--- config.mk ---
export PLATFORM = sky130hd
export DESIGN_NAME = gregorian_date_add_days_core
export DESIGN_NICKNAME = d
export VERILOG_FILES = /design/src/rtl/gda_pkg.sv /design/src/rtl/gregorian_date_add_days_core.sv
export SDC_FILE = /design/constraint.sdc
export NUM_CORES = 1
export LEC_CHECK = 0
export ABC_CLOCK_PERIOD_IN_PS = 9050
export BUFFER_PORTS_ARGS = -buffer_cell sky130_fd_sc_hd__buf_4
export CAP_MARGIN = 20
export CORE_ASPECT_RATIO = 2
export CORE_MARGIN = 4
export CORE_UTILIZATION = 60
export DETAILED_ROUTE_END_ITERATION = 12
export PLACE_DENSITY = 0.89
export SETUP_SLACK_MARGIN = 0.02
export SLEW_MARGIN = 40
export SYNTH_ARGS = -nofsm -noshare
export SYNTH_HDL_FRONTEND = slang
export SYNTH_SLANG_ARGS = --single-unit
export TNS_END_PERCENT = 1
--- constraint.sdc ---
create_clock -name i_clk -period 9.05 [get_ports i_clk]
set_input_delay 0.4525 -clock i_clk [delete_from_list [all_inputs] [get_ports i_clk]]
set_output_delay 0.4525 -clock i_clk [all_outputs]
set_load 0.01 [all_outputs]
--- src/rtl/gda_pkg.sv ---
`timescale 1ns / 1ps
// ----------------------------------------------------------------------------
// gda_pkg
// Types, constants and calendar helper functions for the date-advance core.
// ----------------------------------------------------------------------------
package gda_pkg;

    localparam int C_DAY_W   = 5;
    localparam int C_MON_W   = 4;
    localparam int C_YEAR_W  = 14;
    localparam int C_CNT_W   = 16;
    localparam int C_ACC_W   = 17;
    localparam int C_Q_W     = 8;   // year / 100, at most 163
    localparam int C_R_W     = 7;   // year % 100
    localparam int C_WDAY_W  = 3;

    localparam logic [C_YEAR_W-1:0] C_MIN_YEAR_RST = 14'd1900;
    localparam logic [C_YEAR_W-1:0] C_MAX_YEAR_RST = 14'd2100;

    localparam logic [C_MON_W-1:0] C_MON_JAN = 4'd1;
    localparam logic [C_MON_W-1:0] C_MON_FEB = 4'd2;
    localparam logic [C_MON_W-1:0] C_MON_MAR = 4'd3;
    localparam logic [C_MON_W-1:0] C_MON_DEC = 4'd12;

    localparam logic [C_ACC_W-1:0] C_CENTURY = 17'd100;
    localparam logic [C_ACC_W-1:0] C_WEEK    = 17'd7;
    localparam logic [C_R_W-1:0]   C_R_LAST  = 7'd99;

    // Register indexes on the configuration port
    localparam logic C_REG_MIN_YEAR = 1'b0;
    localparam logic C_REG_MAX_YEAR = 1'b1;

    typedef enum logic [2:0] {
        S_IDLE,
        S_DIVZ,   // split the congruence year into century and remainder
        S_MOD7,   // reduce the congruence sum modulo 7
        S_DIVY,   // split the input year into century and remainder
        S_WALK,   // advance one month per cycle
        S_LOAD    // hand the result to the output register
    } t_state;

    // Leap year from the year's residues: rem = y % 100, cen = y / 100
    function automatic logic is_leap(input logic [C_R_W-1:0] rem,
                                     input logic [C_Q_W-1:0] cen);
        is_leap = (rem[1:0] == 2'b00) && ((rem != '0) || (cen[1:0] == 2'b00));
    endfunction

    // Month length; codes outside 1..12 take 31 days
    function automatic logic [C_DAY_W-1:0] month_len(input logic [C_MON_W-1:0] m,
                                                     input logic leap);
        case (m)
            4'd2:                   month_len = leap ? 5'd29 : 5'd28;
            4'd4, 4'd6, 4'd9, 4'd11: month_len = 5'd30;
            default:                month_len = 5'd31;
        endcase
    endfunction

    // floor(13 * (m + 1) / 5) for the shifted month 3..15
    function automatic logic [5:0] zeller_mterm(input logic [C_MON_W-1:0] m);
        case (m)
            4'd3:    zeller_mterm = 6'd10;
            4'd4:    zeller_mterm = 6'd13;
            4'd5:    zeller_mterm = 6'd15;
            4'd6:    zeller_mterm = 6'd18;
            4'd7:    zeller_mterm = 6'd20;
            4'd8:    zeller_mterm = 6'd23;
            4'd9:    zeller_mterm = 6'd26;
            4'd10:   zeller_mterm = 6'd28;
            4'd11:   zeller_mterm = 6'd31;
            4'd12:   zeller_mterm = 6'd33;
            4'd13:   zeller_mterm = 6'd36;
            4'd14:   zeller_mterm = 6'd39;
            4'd15:   zeller_mterm = 6'd41;
            default: zeller_mterm = 6'd0;
        endcase
    endfunction

endpackage

--- src/rtl/gregorian_date_add_days_core.sv ---
`timescale 1ns / 1ps
// ----------------------------------------------------------------------------
// gregorian_date_add_days_core
// Gregorian date advance with input-date validity check and weekday.
// ----------------------------------------------------------------------------
// One transfer in on the slave side carries a date and a day count; one
// transfer out carries the date that many days later, the weekday of the input
// date (0 Saturday .. 6 Friday) and a validity flag on m_axis_tuser. Every
// loop runs through a single 17-bit subtract-and-compare unit, one step per
// clock: the congruence year is split by repeated subtraction of 100, the
// weekday sum is reduced by repeated subtraction of 7, the input year is
// split the same way, and then the date walks one month per cycle. With zero
// days to add the walk is skipped. s_axis_tready is high only while the core
// is idle; the finished result sits in an output register, so the next item
// is taken while the previous result waits. An overlong day rolls into the
// following month, and month codes outside 1..12 count as 31 days. The year
// wraps at 14 bits. min_year (address 0) and max_year (address 4) set the
// window of the validity check; write them only while the core is idle.
// ----------------------------------------------------------------------------
module gregorian_date_add_days_core
    import gda_pkg::*;
(
    input  logic        i_clk,
    input  logic        i_rst_n,
    // Slave stream: [4:0] day, [8:5] month, [22:9] year, [38:23] days_to_add
    input  logic        s_axis_tvalid,
    output logic        s_axis_tready,
    input  logic [39:0] s_axis_tdata,
    // Master stream: [4:0] new_day, [8:5] new_month, [22:9] new_year,
    // [25:23] weekday
    output logic        m_axis_tvalid,
    input  logic        m_axis_tready,
    output logic [31:0] m_axis_tdata,
    // tuser: [0] input_valid
    output logic        m_axis_tuser,
    // Configuration port
    input  logic        psel,
    input  logic        penable,
    input  logic        pwrite,
    input  logic [2:0]  paddr,
    input  logic [31:0] pwdata,
    output logic [31:0] prdata,
    output logic        pready
);

    // ------------------------------------------------------------------------
    // Registers
    // ------------------------------------------------------------------------
    t_state                r_state, n_state;
    logic [C_ACC_W-1:0]    r_acc,   n_acc;     // working value of the shared unit
    logic [C_Q_W-1:0]      r_q,     n_q;       // quotient, later year / 100
    logic [C_R_W-1:0]      r_r,     n_r;       // year % 100 during the walk
    logic [C_DAY_W-1:0]    r_day_in;
    logic [C_MON_W-1:0]    r_mon_in;
    logic [C_YEAR_W-1:0]   r_year_in;
    logic [C_CNT_W-1:0]    r_cnt;
    logic [C_DAY_W-1:0]    r_d,     n_d;
    logic [C_MON_W-1:0]    r_m,     n_m;
    logic [C_YEAR_W-1:0]   r_y,     n_y;
    logic [C_WDAY_W-1:0]   r_wday,  n_wday;
    logic                  r_valid, n_valid;

    logic [C_DAY_W-1:0]    r_o_day;
    logic [C_MON_W-1:0]    r_o_mon;
    logic [C_YEAR_W-1:0]   r_o_year;
    logic [C_WDAY_W-1:0]   r_o_wday;
    logic                  r_o_valid;
    logic                  r_m_valid, n_m_valid;

    logic [C_YEAR_W-1:0]   r_min_year;
    logic [C_YEAR_W-1:0]   r_max_year;

    // ------------------------------------------------------------------------
    // Combinational signals
    // ------------------------------------------------------------------------
    logic                  w_in_xfer;
    logic                  w_out_load;
    logic [C_ACC_W-1:0]    w_sub_b;
    logic [C_ACC_W-1:0]    w_diff;
    logic                  w_borrow;
    logic [C_MON_W-1:0]    w_zmon;      // month shifted for the congruence
    logic [C_YEAR_W-1:0]   w_zyear;     // year used by the congruence
    logic [10:0]           w_zsum;
    logic [C_DAY_W-1:0]    w_walk_len;
    logic [C_DAY_W-1:0]    w_in_len;
    logic                  w_cfg_wr;

    assign w_in_xfer = s_axis_tvalid && s_axis_tready;

    // ------------------------------------------------------------------------
    // Shared unit: subtract and compare. A borrow ends every loop.
    // ------------------------------------------------------------------------
    assign {w_borrow, w_diff} = {1'b0, r_acc} - {1'b0, w_sub_b};

    // January and February belong to the previous year in the congruence.
    // The year seeds the first split at the accepting edge, so take it
    // straight from the incoming transfer.
    always_comb begin
        if (r_mon_in < C_MON_MAR) begin
            w_zmon = r_mon_in + C_MON_DEC;
        end else begin
            w_zmon = r_mon_in;
        end
        if (s_axis_tdata[8:5] < C_MON_MAR) begin
            w_zyear = s_axis_tdata[22:9] - C_YEAR_W'(1);
        end else begin
            w_zyear = s_axis_tdata[22:9];
        end
    end

    // d + 13(m+1)/5 + k + k/4 + j/4 + 5j with k, j from the finished split
    assign w_zsum = 11'(r_day_in) + 11'(zeller_mterm(w_zmon)) + 11'(r_acc[C_R_W-1:0])
                  + 11'(r_acc[C_R_W-1:2]) + 11'(r_q[C_Q_W-1:2])
                  + 11'({r_q, 2'b00}) + 11'(r_q);

    // Length of the month being walked and of the input month
    assign w_walk_len = month_len(r_m, is_leap(r_r, r_q));
    assign w_in_len   = month_len(r_mon_in, is_leap(r_acc[C_R_W-1:0], r_q));

    // ------------------------------------------------------------------------
    // Sequencer: next state
    // ------------------------------------------------------------------------
    always_comb begin
        n_state = r_state;
        case (r_state)
            S_IDLE: begin
                if (w_in_xfer) n_state = S_DIVZ;
            end
            S_DIVZ: begin
                if (w_borrow) n_state = S_MOD7;
            end
            S_MOD7: begin
                if (w_borrow) n_state = S_DIVY;
            end
            S_DIVY: begin
                if (w_borrow) n_state = (r_cnt == '0) ? S_LOAD : S_WALK;
            end
            S_WALK: begin
                if (w_borrow) n_state = S_LOAD;
            end
            S_LOAD: begin
                if (w_out_load) n_state = S_IDLE;
            end
            default: n_state = S_IDLE;
        endcase
    end

    // ------------------------------------------------------------------------
    // Sequencer: outputs (handshake and operand of the shared unit)
    // ------------------------------------------------------------------------
    always_comb begin
        s_axis_tready = 1'b0;
        w_out_load    = 1'b0;
        w_sub_b       = C_CENTURY;
        case (r_state)
            S_IDLE: s_axis_tready = 1'b1;
            S_DIVZ: w_sub_b = C_CENTURY;
            S_MOD7: w_sub_b = C_WEEK;
            S_DIVY: w_sub_b = C_CENTURY;
            S_WALK: w_sub_b = C_ACC_W'(w_walk_len);
            S_LOAD: w_out_load = !r_m_valid || m_axis_tready;
            default: w_sub_b = C_CENTURY;
        endcase
    end

    // ------------------------------------------------------------------------
    // Datapath next values
    // ------------------------------------------------------------------------
    always_comb begin
        n_acc   = r_acc;
        n_q     = r_q;
        n_r     = r_r;
        n_d     = r_d;
        n_m     = r_m;
        n_y     = r_y;
        n_wday  = r_wday;
        n_valid = r_valid;
        case (r_state)
            S_IDLE: begin
                // Start the split of the congruence year
                n_acc = C_ACC_W'(w_zyear);
                n_q   = '0;
            end
            S_DIVZ: begin
                if (!w_borrow) begin
                    n_acc = w_diff;
                    n_q   = r_q + C_Q_W'(1);
                end else begin
                    n_acc = C_ACC_W'(w_zsum);
                end
            end
            S_MOD7: begin
                if (!w_borrow) begin
                    n_acc = w_diff;
                end else begin
                    n_wday = r_acc[C_WDAY_W-1:0];
                    n_acc  = C_ACC_W'(r_year_in);
                    n_q    = '0;
                end
            end
            S_DIVY: begin
                if (!w_borrow) begin
                    n_acc = w_diff;
                    n_q   = r_q + C_Q_W'(1);
                end else begin
                    n_r     = r_acc[C_R_W-1:0];
                    n_valid = (r_mon_in >= C_MON_JAN) && (r_mon_in <= C_MON_DEC)
                           && (r_year_in >= r_min_year) && (r_year_in <= r_max_year)
                           && (r_day_in != '0) && (r_day_in <= w_in_len);
                    n_d     = r_day_in;
                    n_m     = r_mon_in;
                    n_y     = r_year_in;
                    // Walk works on count + day - 1 against the month length
                    n_acc   = C_ACC_W'(r_cnt) + C_ACC_W'(r_day_in) - C_ACC_W'(1);
                end
            end
            S_WALK: begin
                if (!w_borrow) begin
                    // Leave this month: drop its length, go to the first of the next
                    n_acc = w_diff;
                    if (r_m >= C_MON_DEC) begin
                        n_m = C_MON_JAN;
                        if (r_y == '1) begin
                            n_y = '0;
                            n_r = '0;
                            n_q = '0;
                        end else begin
                            n_y = r_y + C_YEAR_W'(1);
                            if (r_r == C_R_LAST) begin
                                n_r = '0;
                                n_q = r_q + C_Q_W'(1);
                            end else begin
                                n_r = r_r + C_R_W'(1);
                            end
                        end
                    end else begin
                        n_m = r_m + C_MON_W'(1);
                    end
                end else begin
                    n_d = r_acc[C_DAY_W-1:0] + C_DAY_W'(1);
                end
            end
            default: begin
                n_acc = r_acc;
            end
        endcase
    end

    // Output register: load on hand-off, clear when the transfer completes
    always_comb begin
        n_m_valid = r_m_valid;
        if (w_out_load) begin
            n_m_valid = 1'b1;
        end else if (m_axis_tready) begin
            n_m_valid = 1'b0;
        end
    end

    // ------------------------------------------------------------------------
    // Configuration port
    // ------------------------------------------------------------------------
    assign w_cfg_wr = psel && penable && pwrite && pready;
    assign pready   = 1'b1;
    assign prdata   = (paddr[2] == C_REG_MAX_YEAR) ? 32'(r_max_year) : 32'(r_min_year);

    // ------------------------------------------------------------------------
    // Registers
    // ------------------------------------------------------------------------
    always_ff @(posedge i_clk) begin
        if (!i_rst_n) begin
            r_state    <= S_IDLE;
            r_m_valid  <= 1'b0;
            r_min_year <= C_MIN_YEAR_RST;
            r_max_year <= C_MAX_YEAR_RST;
        end else begin
            r_state   <= n_state;
            r_m_valid <= n_m_valid;
            if (w_cfg_wr) begin
                if (paddr[2] == C_REG_MIN_YEAR) begin
                    r_min_year <= pwdata[C_YEAR_W-1:0];
                end else begin
                    r_max_year <= pwdata[C_YEAR_W-1:0];
                end
            end
        end
    end

    always_ff @(posedge i_clk) begin
        r_acc   <= n_acc;
        r_q     <= n_q;
        r_r     <= n_r;
        r_d     <= n_d;
        r_m     <= n_m;
        r_y     <= n_y;
        r_wday  <= n_wday;
        r_valid <= n_valid;
        if (w_in_xfer) begin
            r_day_in  <= s_axis_tdata[4:0];
            r_mon_in  <= s_axis_tdata[8:5];
            r_year_in <= s_axis_tdata[22:9];
            r_cnt     <= s_axis_tdata[38:23];
        end
        if (w_out_load) begin
            r_o_day   <= r_d;
            r_o_mon   <= r_m;
            r_o_year  <= r_y;
            r_o_wday  <= r_wday;
            r_o_valid <= r_valid;
        end
    end

    assign m_axis_tvalid = r_m_valid;
    assign m_axis_tdata  = {6'b0, r_o_wday, r_o_year, r_o_mon, r_o_day};
    assign m_axis_tuser  = r_o_valid;

    // ------------------------------------------------------------------------
    // Assertions
    // ------------------------------------------------------------------------
    // Year residues track the walked year
    a_residue_match: assert property (@(posedge i_clk) disable iff (!i_rst_n)
        (r_state == S_WALK) |-> (r_y == C_YEAR_W'(r_q * 100 + r_r)))
        else $error("year residues out of step with walked year");

    a_residue_range: assert property (@(posedge i_clk) disable iff (!i_rst_n)
        (r_state == S_WALK) |-> (r_r <= C_R_LAST))
        else $error("year remainder beyond 99");

    a_start: assert property (@(posedge i_clk) disable iff (!i_rst_n)
        w_in_xfer |=> (r_state == S_DIVZ))
        else $error("accepted item did not start the sequence");

    a_handoff: assert property (@(posedge i_clk) disable iff (!i_rst_n)
        w_out_load |=> (m_axis_tvalid && (r_state == S_IDLE)))
        else $error("result hand-off lost");

    a_walk_day: assert property (@(posedge i_clk) disable iff (!i_rst_n)
        (r_state == S_WALK && w_borrow) |=> (r_d != '0))
        else $error("walk ended on day zero");

endmodule
==> results.md, run 1 <==
* Initial Utilization at ~60%
* Sequential share of the synthesized area at 39.2%
* Reg2reg setup slack at 3.08 ns
* Post-synth EDFFs at about 130
* Total wire length at approximately 31000 um
* GRT Overall Usage at 29.8%
* Worst-path cell chain: inv_1 -> ha_1 -> a21boi_0 -> nor2_1 -> a21oi_1 -> nor2_1 -> a21oi_1 -> fa_1 -> fa_1 -> inv_1 -> fa_1 -> inv_1 -> fa_1 -> inv_1 -> ha_1 -> fa_1 -> a21o_1 -> a21oi_1 -> o21bai_1 -> a211o_1 -> a21o_1 -> a41oi_1
* Clock slew at reported path FFs at around 0.070 ns
* Hold Path Class: primary input to flip-flop
* DRC viols at 0
* DPL Wire Length at roughly 24000 um
* Post-synthesis async set-or-reset flop share at 0%
* Rel. slew slack at 45.6%
* Most common flop cell mapped by yosys: edfxtp_1
* Slew @ Worst Pin at between 0.8 and 0.9 ns
* Largest net degree at the start of global routing at 40
* Setup bufs post-CTS at 0
* H-tree depth at 4
* Via Count at around 9400
* Vias in the first global route at between 9000 and 10000
* Slowest library cell on the worst path: a21oi_1
* Port Buffers at between 100 and 150
* Startpoint Class: flip-flop
* Leak pwr at approximately 5.3 nW
* Cts bufs inserted at 17
* Setup TNS at 0 ns
* VDD IR max at approximately 200 uV
* Req. time, crit path at approximately 9.3 ns
* CTS tree: built
* Non-filler instance count after layout at between 1000 and 1500
* Syn Inst Count at 1168
* Root buffer cell: clkbuf_16
* Synth Area per Inst at 9.59 um2
* Cell total after placement at 1462
* Synth-to-Final Area Change at 13.5%
* Pwr Total at roughly 2.7 mW
* Number of core rows at 70
* Gr ovfl total at 0
* PwrDens at about 210 mW/mm2
* Fmax achieved at between 0.15 and 0.2 GHz
* First-pass GRT wire length at 48800 um
* Pre-antenna DRT Iters at 7
* Fin crit period at ~6.0 ns
* Drt via density at around 6.3
* Part of the cycle the worst path needs at between 60% and 70%
* Layout cell share with drive strength beyond 1 at between 10% and 20%
* I/O pin cnt at 150
* Yosys warns at 0
* Clk buf depth at 2
* 1st-iter DRT viols at around 840
* CP max FO at 8
* Hold Violations, Final at 0
* Die Span Y at ~200 um
* Mapped cell area at 0.0112 mm2
* Clk_skew at around 0.015 ns
* Filler cell count at roughly 1400
* Diodes inserted at 0
* Post-DR wirelength/cell at around 21 um
* Core Box Area at 0.0183 mm2
* Worst Path Arrival at ~6.3 ns
* Hold Slack at ~0.18 ns
* Most used cell, CP: fa_1
* Setup violators final at 0
* Post-synthesis register bit count at 157
* Cts hold-fix bufs at 0
* Clock tree sinks at 157
* Post-CTS sizing at 0
* Horiz. Die Dim at around 100 um
* CP peak stage delay at 0.51 ns
* Max_cap viols at 0
* Clk Latency, worst-skew pair at about 0.44 ns
* Critical Path Sink Type: flip-flop
* CP Class: flip-flop to flip-flop
* Synth unique cells at slightly above 80
* Final #Nets at 1479
* Initial antenna violation count at 0
* Routability cong. at between 1 and 1.5
* Final ANT Viol Nets at 0
* Status: finished, final reports clean
* Unrepaired setup endpoints after global routing: false
* Max Slew Vio Count at 0
* Die footprint at 0.0211 mm2
-- cells by family after synthesis --
logic type,count (synthesis),synth area share (%)
other cells,2,0.0670
mux,9,0.838
simple gates,335,14.4
buf+inv,197,7.57
xor+xnor,65,5.08
fa+ha+maj,132,16.8
flops,157,39.2
compound gates,271,16.0
-- metrics by stage --
stage / area (um2) / setup WS, ns / utilization, %
after detailed placement: 12100 / 3.19 / 66.1
after global placement: 12100 / 3.32 / 66.1
after CTS: 12700 / 3.12 / 69.4
after floorplan: 11300 / 3.75 / -
after global routing: 12700 / 2.66 / 69.4
final: 12700 / 3.08 / 69.4
-- area by class of cell --
type	instances	area [um2]	share of cell area (%)
well taps	216	270	2.13
repair buffers	115	863	6.79
clock inverters	13	165	1.30
clock buffers	19	433	3.41
inverters	137	514	4.05
multi-input cells	837	6070	47.8
flip-flops and latches	157	4390	34.6
-- worst max-delay path, delay by kind of cell, from the launching register on --
kind            cells  cell delay (ns)
flops               1             0.50
simple gates        2             0.18
buf+inv             4             0.34
fa+ha+maj           7             2.31
compound gates      9             2.48
-- placed cells by master (no fill, tap or decap), drive strengths merged, types with 25 or more instances in the layout --
master / count
a21oi: 49
buf: 115
conb: 25
dfxtp: 32
edfxtp: 125
fa: 30
ha: 102
inv: 139
nand2: 119
nand3: 33
nor2: 72
o21ai: 72
xnor2: 36
xor2: 29
-- final timing paths --
kind	start	end	cells after the start
max	r_mon_in[2]	r_acc[9]	22
max reg2reg	r_mon_in[2]	r_acc[9]	22
min reg2reg	r_wday[0]	r_o_wday[0]	0
min	s_axis_tdata[2]	r_day_in[2]	1
-- layer usage --
layer	track usage (%)	routed length [um]
met1	29.2	10100
met2	53.9	16200
met3	5.52	2030
met4	23.4	2820
met5	0	0
-- where the power goes --
| group | leakage, nW | switching, mW | total [mW] | internal [mW] |
|---|---|---|---|---|
| sequential | 1.46 | 0.0661 | 0.892 | 0.826 |
| clock | 0.287 | 0.307 | 0.742 | 0.436 |
| combinational | 3.57 | 0.649 | 1.10 | 0.449 |
| total | 5.31 | 1.02 | 2.73 | 1.71 |
-- synthesized netlist by cell type, types with 4 or more instances --
cell / count / area, um2
o31a_1: 5 / 43.8
ha_1: 102 / 1280
xnor2_1: 36 / 315
edfxtp_1: 125 / 3750
a21o_1: 12 / 90.1
o31ai_1: 5 / 37.5
o21bai_1: 6 / 45.0
nand3_1: 33 / 165
a31oi_1: 10 / 62.6
mux2i_1: 6 / 60.1
o21ai_0: 70 / 350
and3_1: 7 / 43.8
buf_4: 25 / 188
o211ai_1: 16 / 120
a2111oi_0: 4 / 35.0
nor2b_1: 12 / 75.1
fa_1: 30 / 601
nor3_1: 21 / 105
a211oi_1: 7 / 52.6
a21oi_1: 49 / 245
nor3b_1: 5 / 37.5
o22ai_1: 16 / 100
or2_2: 4 / 25.0
xor2_1: 29 / 254
nor2_1: 71 / 267
clkbuf_1: 30 / 113
nand2b_1: 11 / 68.8
dfxtp_1: 32 / 641
inv_1: 137 / 514
or3_1: 8 / 50.1
a21boi_0: 20 / 150
nand2_1: 119 / 447
a22oi_1: 5 / 37.5
nand4_1: 16 / 100
nor4_1: 7 / 43.8
and2_1: 5 / 31.3
-- flip-flops by register name, indices dropped and copies added, names as in the netlist, 3 cells and up --
signal and flops:
r_day_in 5, r_min_year 14, r_acc 17, r_m 4, r_q 8, r_mon_in 4
r_r 7, r_wday 3, r_y 14, r_cnt 16, r_d 5, r_o_year 14
r_state 3, r_o_mon 4, r_year_in 14, r_o_wday 3, r_max_year 14, r_o_day 5
(Power assumes the default switching activity.)
==> inputs of run 2 (changes only) <==
- ABC_CLOCK_PERIOD_IN_PS: 9050 -> 5800
- CORE_UTILIZATION: 60 -> 59
- PLACE_DENSITY: 0.89 -> 0.87
- clock period: 9.05 -> 5.8 ns (I/O delays scaled with it)
==> run 2 against run 1 <==
Net effect: sequential power increased by 56%; clock skew increased by 0.0031 ns; die area increased by 1.6%; sequential share of layout area decreased by 0.25 points; power increased by 54%; final cell count increased by 3.0%; critical path type unchanged; critical endpoint unchanged; largest cell class unchanged; largest power group unchanged.
==> results.md, run 2 (synthesis results as in run 1) <==
* Cts bufs inserted at 17 (unchanged)
* Fin crit period at 5.49 ns (was 5.97 ns)
* Number of core rows at 71 (was 70)
* CP max FO at 11 (was 8)
* Top reg by flops: r_acc (unchanged)
* Most used cell, CP: fa_1 (unchanged)
* Clock power share at 27.1% (was 27.2%)
* Final core utilization at 68.3% (was 69.4%)
* First-pass GRT wire length at 48900 um (was 48800 um)
* Fmax achieved at 0.182 GHz (was 0.167 GHz)
* Clock tree sinks at 157 (unchanged)
* Hold Violations, Final at 0 (unchanged)
* Slew @ Worst Pin at 0.814 ns (was 0.807 ns)
* H-tree depth at 4 (unchanged)
* Port Buffers at 103 (unchanged)
* Status: finished, final reports clean (unchanged)
* PwrDens at 329 mW/mm2 (was 215 mW/mm2)
* Clk buf depth at 2 (unchanged)
* Worst-path cell chain: ha_1 -> a21boi_2 -> xnor2_1 -> buf_4 -> nor2_1 -> a21oi_1 -> nor2_1 -> a21oi_1 -> fa_1 -> fa_1 -> inv_1 -> fa_1 -> inv_1 -> fa_1 -> inv_1 -> ha_1 -> fa_1 -> a21o_1 -> a21oi_2 -> o21bai_1 -> a211o_1 -> a21o_1 -> a41oi_1 (was inv_1 -> ha_1 -> a21boi_0 -> nor2_1 -> a21oi_1 -> nor2_1 -> a21oi_1 -> fa_1 -> fa_1 -> inv_1 -> fa_1 -> inv_1 -> fa_1 -> inv_1 -> ha_1 -> fa_1 -> a21o_1 -> a21oi_1 -> o21bai_1 -> a211o_1 -> a21o_1 -> a41oi_1)
* Die Span Y at 203 um (was 201 um)
* VDD IR max at 254 uV (was 205 uV)
* Gr ovfl total at 0 (unchanged)
* Req. time, crit path at 6.07 ns (was 9.33 ns)
* Setup violators final at 0 (unchanged)
* Horiz. Die Dim at 105 um (about the same)
* Initial Utilization at 59.8% (was 61.2%)
* Drt via density at 6.09 (was 6.28)
* Hold Path Class: primary input to flip-flop (unchanged)
* Slowest library cell on the worst path: fa_1 (was a21oi_1)
* CTS tree: built (unchanged)
* Placed Area at 0.0122 mm2 (was 0.0121 mm2)
* Largest net degree at the start of global routing at 40 (unchanged)
* Post-DR wirelength/cell at 20.4 um (was 20.9 um)
* Die footprint at 0.0214 mm2 (was 0.0211 mm2)
* Final #Nets at 1485 (was 1479)
* Clk_skew at 0.0181 ns (was 0.0150 ns)
* Rel. slew slack at 44.4% (was 45.6%)
* Non-filler instance count after layout at 1539 (was 1494)
* Top delay family on crit path: adder cells (was compound AO/OA/AOI/OAI gates)
* Startpoint Class: flip-flop (unchanged)
* CP Class: flip-flop to flip-flop (unchanged)
* I/O pin cnt at 150 (unchanged)
* Worst Path Arrival at 5.76 ns (was 6.25 ns)
* Via Count at 9366 (was 9384)
* Vias in the first global route at 9572 (was 9460)
* Core Box Area at 0.0187 mm2 (was 0.0183 mm2)
* Layout cell share with drive strength beyond 1 at 13.7% (was 13.0%)
* Cell total after placement at 1505 (was 1462)
* Root buffer cell: clkbuf_16 (unchanged)
* Diodes inserted at 0 (unchanged)
* Max Slew Vio Count at 0 (unchanged)
* DPL Wire Length at 23900 um (was 24100 um)
* Comb pwr share at 40.0% (was 40.2%)
* Total wire length at 31400 um (was 31200 um)
* Cell-internal power at 2.63 mW (was 1.71 mW)
* Clock slew at reported path FFs at 0.07 ns (about the same)
* Routability cong. at 1.01 (about the same)
* 1st-iter DRT viols at 705 (was 837)
* Initial antenna violation count at 0 (unchanged)
* Worst path bufs/invs at 4 (unchanged)
* Most used cells in the layout excluding fill and tap cells: 137 x inv_1, 125 x edfxtp_1, 121 x buf_4, 119 x nand2_1, 102 x ha_1 (was 137 x inv_1, 125 x edfxtp_1, 119 x nand2_1, 115 x buf_4, 102 x ha_1)
* Commonest non-fill, non-tap cell in the layout: inv_1 (unchanged)
* Seq pwr share at 32.9% (was 32.7%)
* Sw frac at 37.6% (was 37.4%)
* Leak pwr at 5.34 nW (was 5.31 nW)
* Part of the cycle the worst path needs at 94.6% (was 66.0%)
* CP peak stage delay at 0.51 ns (about the same)
* Switching pwr at 1.59 mW (was 1.02 mW)
* Top flop regs: r_acc (17), r_cnt (16) (unchanged)
* Critical Path Sink Type: flip-flop (unchanged)
* DRC viols at 0 (unchanged)
* Max reg flops at 17 (unchanged)
* Final Instance Area at 0.0128 mm2 (was 0.0127 mm2)
* Synth-to-Final Area Change at 14.3% (was 13.5%)
* Max_cap viols at 0 (unchanged)
* Clk Latency, worst-skew pair at 0.44 ns (about the same)
* Pre-antenna DRT Iters at 7 (unchanged)
* GRT Overall Usage at 29.7% (was 29.8%)
* Final ANT Viol Nets at 0 (unchanged)
-- run 2: power by group through the flow --
stage	registers, mW	logic [mW]	clock network [mW]
2_1_floorplan	1.36	1.22	0
3_3_place_gp	1.40	1.57	0
3_5_place_dp	1.41	1.63	0
4_1_cts	1.38	1.65	1.15
5_1_grt	1.39	1.91	1.19
6_report	1.39	1.69	1.14
-- run 2: layout make-up --
class,instances,area (um2)
multi-input cells,837,6080
fillers,1392,5940
flip-flops and latches,157,4390
repair buffers,121,908
inverters,137,514
clock buffers,18,429
well taps,255,319
clock inverters,14,160
-- run 2: worst reg2reg max path, cell delays in order, from the launching register on --
cell and delay, ns:
edfxtp_1 0.49, ha_1 0.31, a21boi_2 0.27, xnor2_1 0.17, buf_4 0.21, nor2_1 0.05, a21oi_1 0.13, nor2_1 0.05
a21oi_1 0.15, fa_1 0.45, fa_1 0.37, inv_1 0.08, fa_1 0.16, inv_1 0.05, fa_1 0.51, inv_1 0.05
ha_1 0.22, fa_1 0.41, a21o_1 0.21, a21oi_2 0.19, o21bai_1 0.11, a211o_1 0.30, a21o_1 0.17, a41oi_1 0.20
-- run 2: final timing paths --
path                        start     endpoint  slack [ns]  cells after the start
setup / recovery      r_mon_in[1]     r_acc[9]        0.31                     23
hold / removal    s_axis_tdata[3]  r_day_in[3]        0.02                      1
setup reg to reg      r_mon_in[1]     r_acc[9]        0.31                     23
hold reg to reg            r_d[4]   r_o_day[4]        0.42                      0
-- run 2: what timing repair did --
action                                  4_1_cts  5_1_grt
hold buffers                                  0        0
endpoints found under the setup margin        2        3
setup buffers                                 0        2
resized for setup                             2        4
-- run 2: per-stage QoR --
step                setup WS (ns)  power (mW)  hold slack, ns  setup TNS [ns]
floorplan                   0.502        2.58           0.389               0
global placement            0.272        2.98           0.408               0
detailed placement         0.0774        3.04           0.405               0
CTS                        0.0662        4.18          0.0137               0
global route             -0.00415        4.49          0.0176        -0.00415
finish                      0.313        4.22          0.0182               0
-- run 2: layer usage --
metal,part of all wire (%),global-route usage (%),vias up
met5,0,0,-
met4,10,27.7,0
met3,6.6,4.55,187
met2,52,53.0,502
met1,31,28.2,4377
li1,-,-,4300
==> inputs of run 3 (changes only) <==
- CORE_UTILIZATION: 59 -> 40
- PLACE_DENSITY: 0.87 -> 0.65
==> run 3 against run 2 <==
Net effect: global-route usage is 8.5 points lower; combinational power hardly changed; critical path depth increased by 1; register-to-register slack gained 0.08 ns; first-iteration DRC count shrank 13%; critical path type unchanged; critical endpoint is now r_acc[7].
==> results.md, run 3 (synthesis results as in run 1) <==
* Final Instance Area at 0.0130 mm2 (was 0.0128 mm2)
* Fmax achieved at 0.185 GHz (was 0.182 GHz)
* Leak pwr at 5.40 nW (was 5.34 nW)
* Clk buf depth at 2 (unchanged)
* Synth-to-Final Area Change at 16.4% (was 14.3%)
* Final #Nets at 1494 (was 1485)
* Top flop regs: r_acc (17), r_cnt (16) (unchanged)
* Routability cong. at 0.957 (was 1.01)
* Clock slew at reported path FFs at 0.06 ns (was 0.07 ns)
* Diodes inserted at 0 (unchanged)
* VDD IR max at 261 uV (was 254 uV)
* Slew @ Worst Pin at 0.836 ns (was 0.814 ns)
* Worst-path cell chain: inv_1 -> ha_1 -> a21boi_2 -> xnor2_1 -> buf_4 -> nor2_1 -> a21oi_1 -> nor2_1 -> a21oi_2 -> fa_1 -> fa_1 -> inv_1 -> fa_1 -> inv_1 -> fa_1 -> inv_1 -> ha_1 -> fa_1 -> a21o_1 -> a21oi_2 -> xnor2_1 -> a21oi_1 -> a2111oi_0 -> o31a_1 (was ha_1 -> a21boi_2 -> xnor2_1 -> buf_4 -> nor2_1 -> a21oi_1 -> nor2_1 -> a21oi_1 -> fa_1 -> fa_1 -> inv_1 -> fa_1 -> inv_1 -> fa_1 -> inv_1 -> ha_1 -> fa_1 -> a21o_1 -> a21oi_2 -> o21bai_1 -> a211o_1 -> a21o_1 -> a41oi_1)
* Unrepaired setup endpoints after global routing: false
* Cell total after placement at 1605 (was 1505)
* Max reg flops at 17 (unchanged)
* Fin crit period at 5.40 ns (was 5.49 ns)
* Total wire length at 32200 um (was 31400 um)
* Clk_skew at 0.00994 ns (was 0.0181 ns)
* Port Buffers at 103 (unchanged)
* Startpoint Class: flip-flop (unchanged)
* Most used cell, CP: fa_1 (unchanged)
* Setup TNS at 0 ns (unchanged)
* Placed Area at 0.0123 mm2 (was 0.0122 mm2)
* Cts bufs inserted at 17 (unchanged)
* Worst Path Arrival at 5.72 ns (was 5.76 ns)
* Register-to-Register Path Depth at 24 (was 23)
* Via Count at 9144 (was 9366)
* Reg2reg setup slack at 0.40 ns (was 0.31 ns)
* Initial antenna violation count at 0 (unchanged)
* CP Class: flip-flop to flip-flop (unchanged)
* Setup bufs post-CTS at 0 (unchanged)
* Root buffer cell: clkbuf_16 (unchanged)
* Most used cells in the layout excluding fill and tap cells: 137 x inv_1, 125 x edfxtp_1, 122 x buf_4, 119 x nand2_1, 102 x ha_1 (was 137 x inv_1, 125 x edfxtp_1, 121 x buf_4, 119 x nand2_1, 102 x ha_1)
* Vias in the first global route at 9248 (was 9572)
* Die footprint at 0.0309 mm2 (was 0.0214 mm2)
* Comb pwr share at 39.4% (was 40.0%)
* First-pass GRT wire length at 50300 um (was 48900 um)
* GRT Overall Usage at 21.1% (was 29.7%)
* I/O pin cnt at 150 (unchanged)
* Die Span Y at 245 um (was 203 um)
* Initial Utilization at 40.7% (was 59.8%)
* Rel. slew slack at 42.8% (was 44.4%)
* Drt via density at 5.56 (was 6.09)
* Switching pwr at 1.55 mW (was 1.59 mW)
* Clock tree sinks at 157 (unchanged)
* Post-DR wirelength/cell at 19.6 um (was 20.4 um)
* Layout cell share with drive strength beyond 1 at 13.7% (about the same)
* Hold Path Class: primary input to flip-flop (unchanged)
* Clock power share at 27.8% (was 27.1%)
* Slowest library cell on the worst path: fa_1 (unchanged)
* CP Depth at 24 (was 23)
* PwrDens at 324 mW/mm2 (was 329 mW/mm2)
* Final core utilization at 47.3% (was 68.3%)
* Clk Latency, worst-skew pair at 0.45 ns (was 0.44 ns)
* Worst Hold Depth at 1 (unchanged)
* Largest net degree at the start of global routing at 40 (unchanged)
* Hold Slack at 0.0181 ns (was 0.0182 ns)
* Req. time, crit path at 6.12 ns (was 6.07 ns)
* Gr ovfl total at 0 (unchanged)
* Non-filler instance count after layout at 1645 (was 1539)
* Sw frac at 36.6% (was 37.6%)
* Horiz. Die Dim at 126 um (was 105 um)
* DRC viols at 0 (unchanged)
* Status: finished, final reports clean (unchanged)
* H-tree depth at 4 (unchanged)
* Top delay family on crit path: adder cells (unchanged)
* Critical Path Sink Type: flip-flop (unchanged)
* Cell-internal power at 2.68 mW (was 2.63 mW)
* CP peak stage delay at 0.49 ns (was 0.51 ns)
* Pre-antenna DRT Iters at 5 (was 7)
* Number of core rows at 86 (was 71)
* Final ANT Viol Nets at 0 (unchanged)
* Hold Violations, Final at 0 (unchanged)
* Worst path bufs/invs at 5 (was 4)
* DPL Wire Length at 25400 um (was 23900 um)
* Part of the cycle the worst path needs at 93.2% (was 94.6%)
* Max Slew Vio Count at 0 (unchanged)
* Top reg by flops: r_acc (unchanged)
* 1st-iter DRT viols at 614 (was 705)
* Core Box Area at 0.0275 mm2 (was 0.0187 mm2)
* CTS tree: built (unchanged)
* CP max FO at 11 (unchanged)
* Setup violators final at 0 (unchanged)
* Commonest non-fill, non-tap cell in the layout: inv_1 (unchanged)
* Max_cap viols at 0 (unchanged)
* Seq pwr share at 32.8% (was 32.9%)
## run 3: power by group through the flow
stage          clock [mW]  combinational [mW]  sequential (mW)
2_1_floorplan           0                1.22             1.36
3_3_place_gp            0                1.60             1.41
3_5_place_dp            0                1.63             1.41
4_1_cts              1.19                1.65             1.38
5_1_grt              1.23                1.90             1.39
6_report             1.18                1.66             1.38
## run 3: stage by stage
stage,total power [mW],setup slack [ns]
finish,4.22,0.397
global route,4.52,0.0390
CTS,4.22,0.148
detailed placement,3.04,0.205
global placement,3.01,0.258
floorplan,2.58,0.502
## run 3: final cells by class
type	instances	area [um2]
Fill cell	2629	14500
Sequential cell	157	4390
Inverter	137	514
Multi-Input combinational cell	837	6070
Tap cell	352	440
Clock buffer	22	528
Clock inverter	10	93.8
Timing Repair Buffer	130	996
## run 3: per-layer routing
layer	part of all wire [%]	up-vias	GRT usage [%]	wire, um
met2	55	333	40.7	17800
met5	0	-	0	0
met3	4.4	99	2.96	1430
met1	34	4402	20.4	10800
li1	-	4310	-	-
met4	6.6	0	13.5	2140
## run 3: repair_timing
item / CTS / global route
setup endpoints to repair: 0 / 5
hold buffers: 8 / 0
gates resized for setup: 0 / 4
endpoints found under the hold margin: 8 / 0
## run 3: worst paths after layout
kind                                        from          end
worst max-delay path                 r_mon_in[3]     r_acc[7]
worst min-delay path            s_axis_tdata[30]     r_cnt[7]
worst max register to register       r_mon_in[3]     r_acc[7]
worst min register to register         r_wday[1]  r_o_wday[1]
## run 3: worst reg2reg max path: cells and delay by family, from the launching register on
kind / cells / cell delay [ns]
compound gates: 8 / 1.58
fa+ha+maj: 7 / 2.28
simple gates: 2 / 0.12
flops: 1 / 0.45
xor+xnor: 2 / 0.30
buf+inv: 5 / 0.52
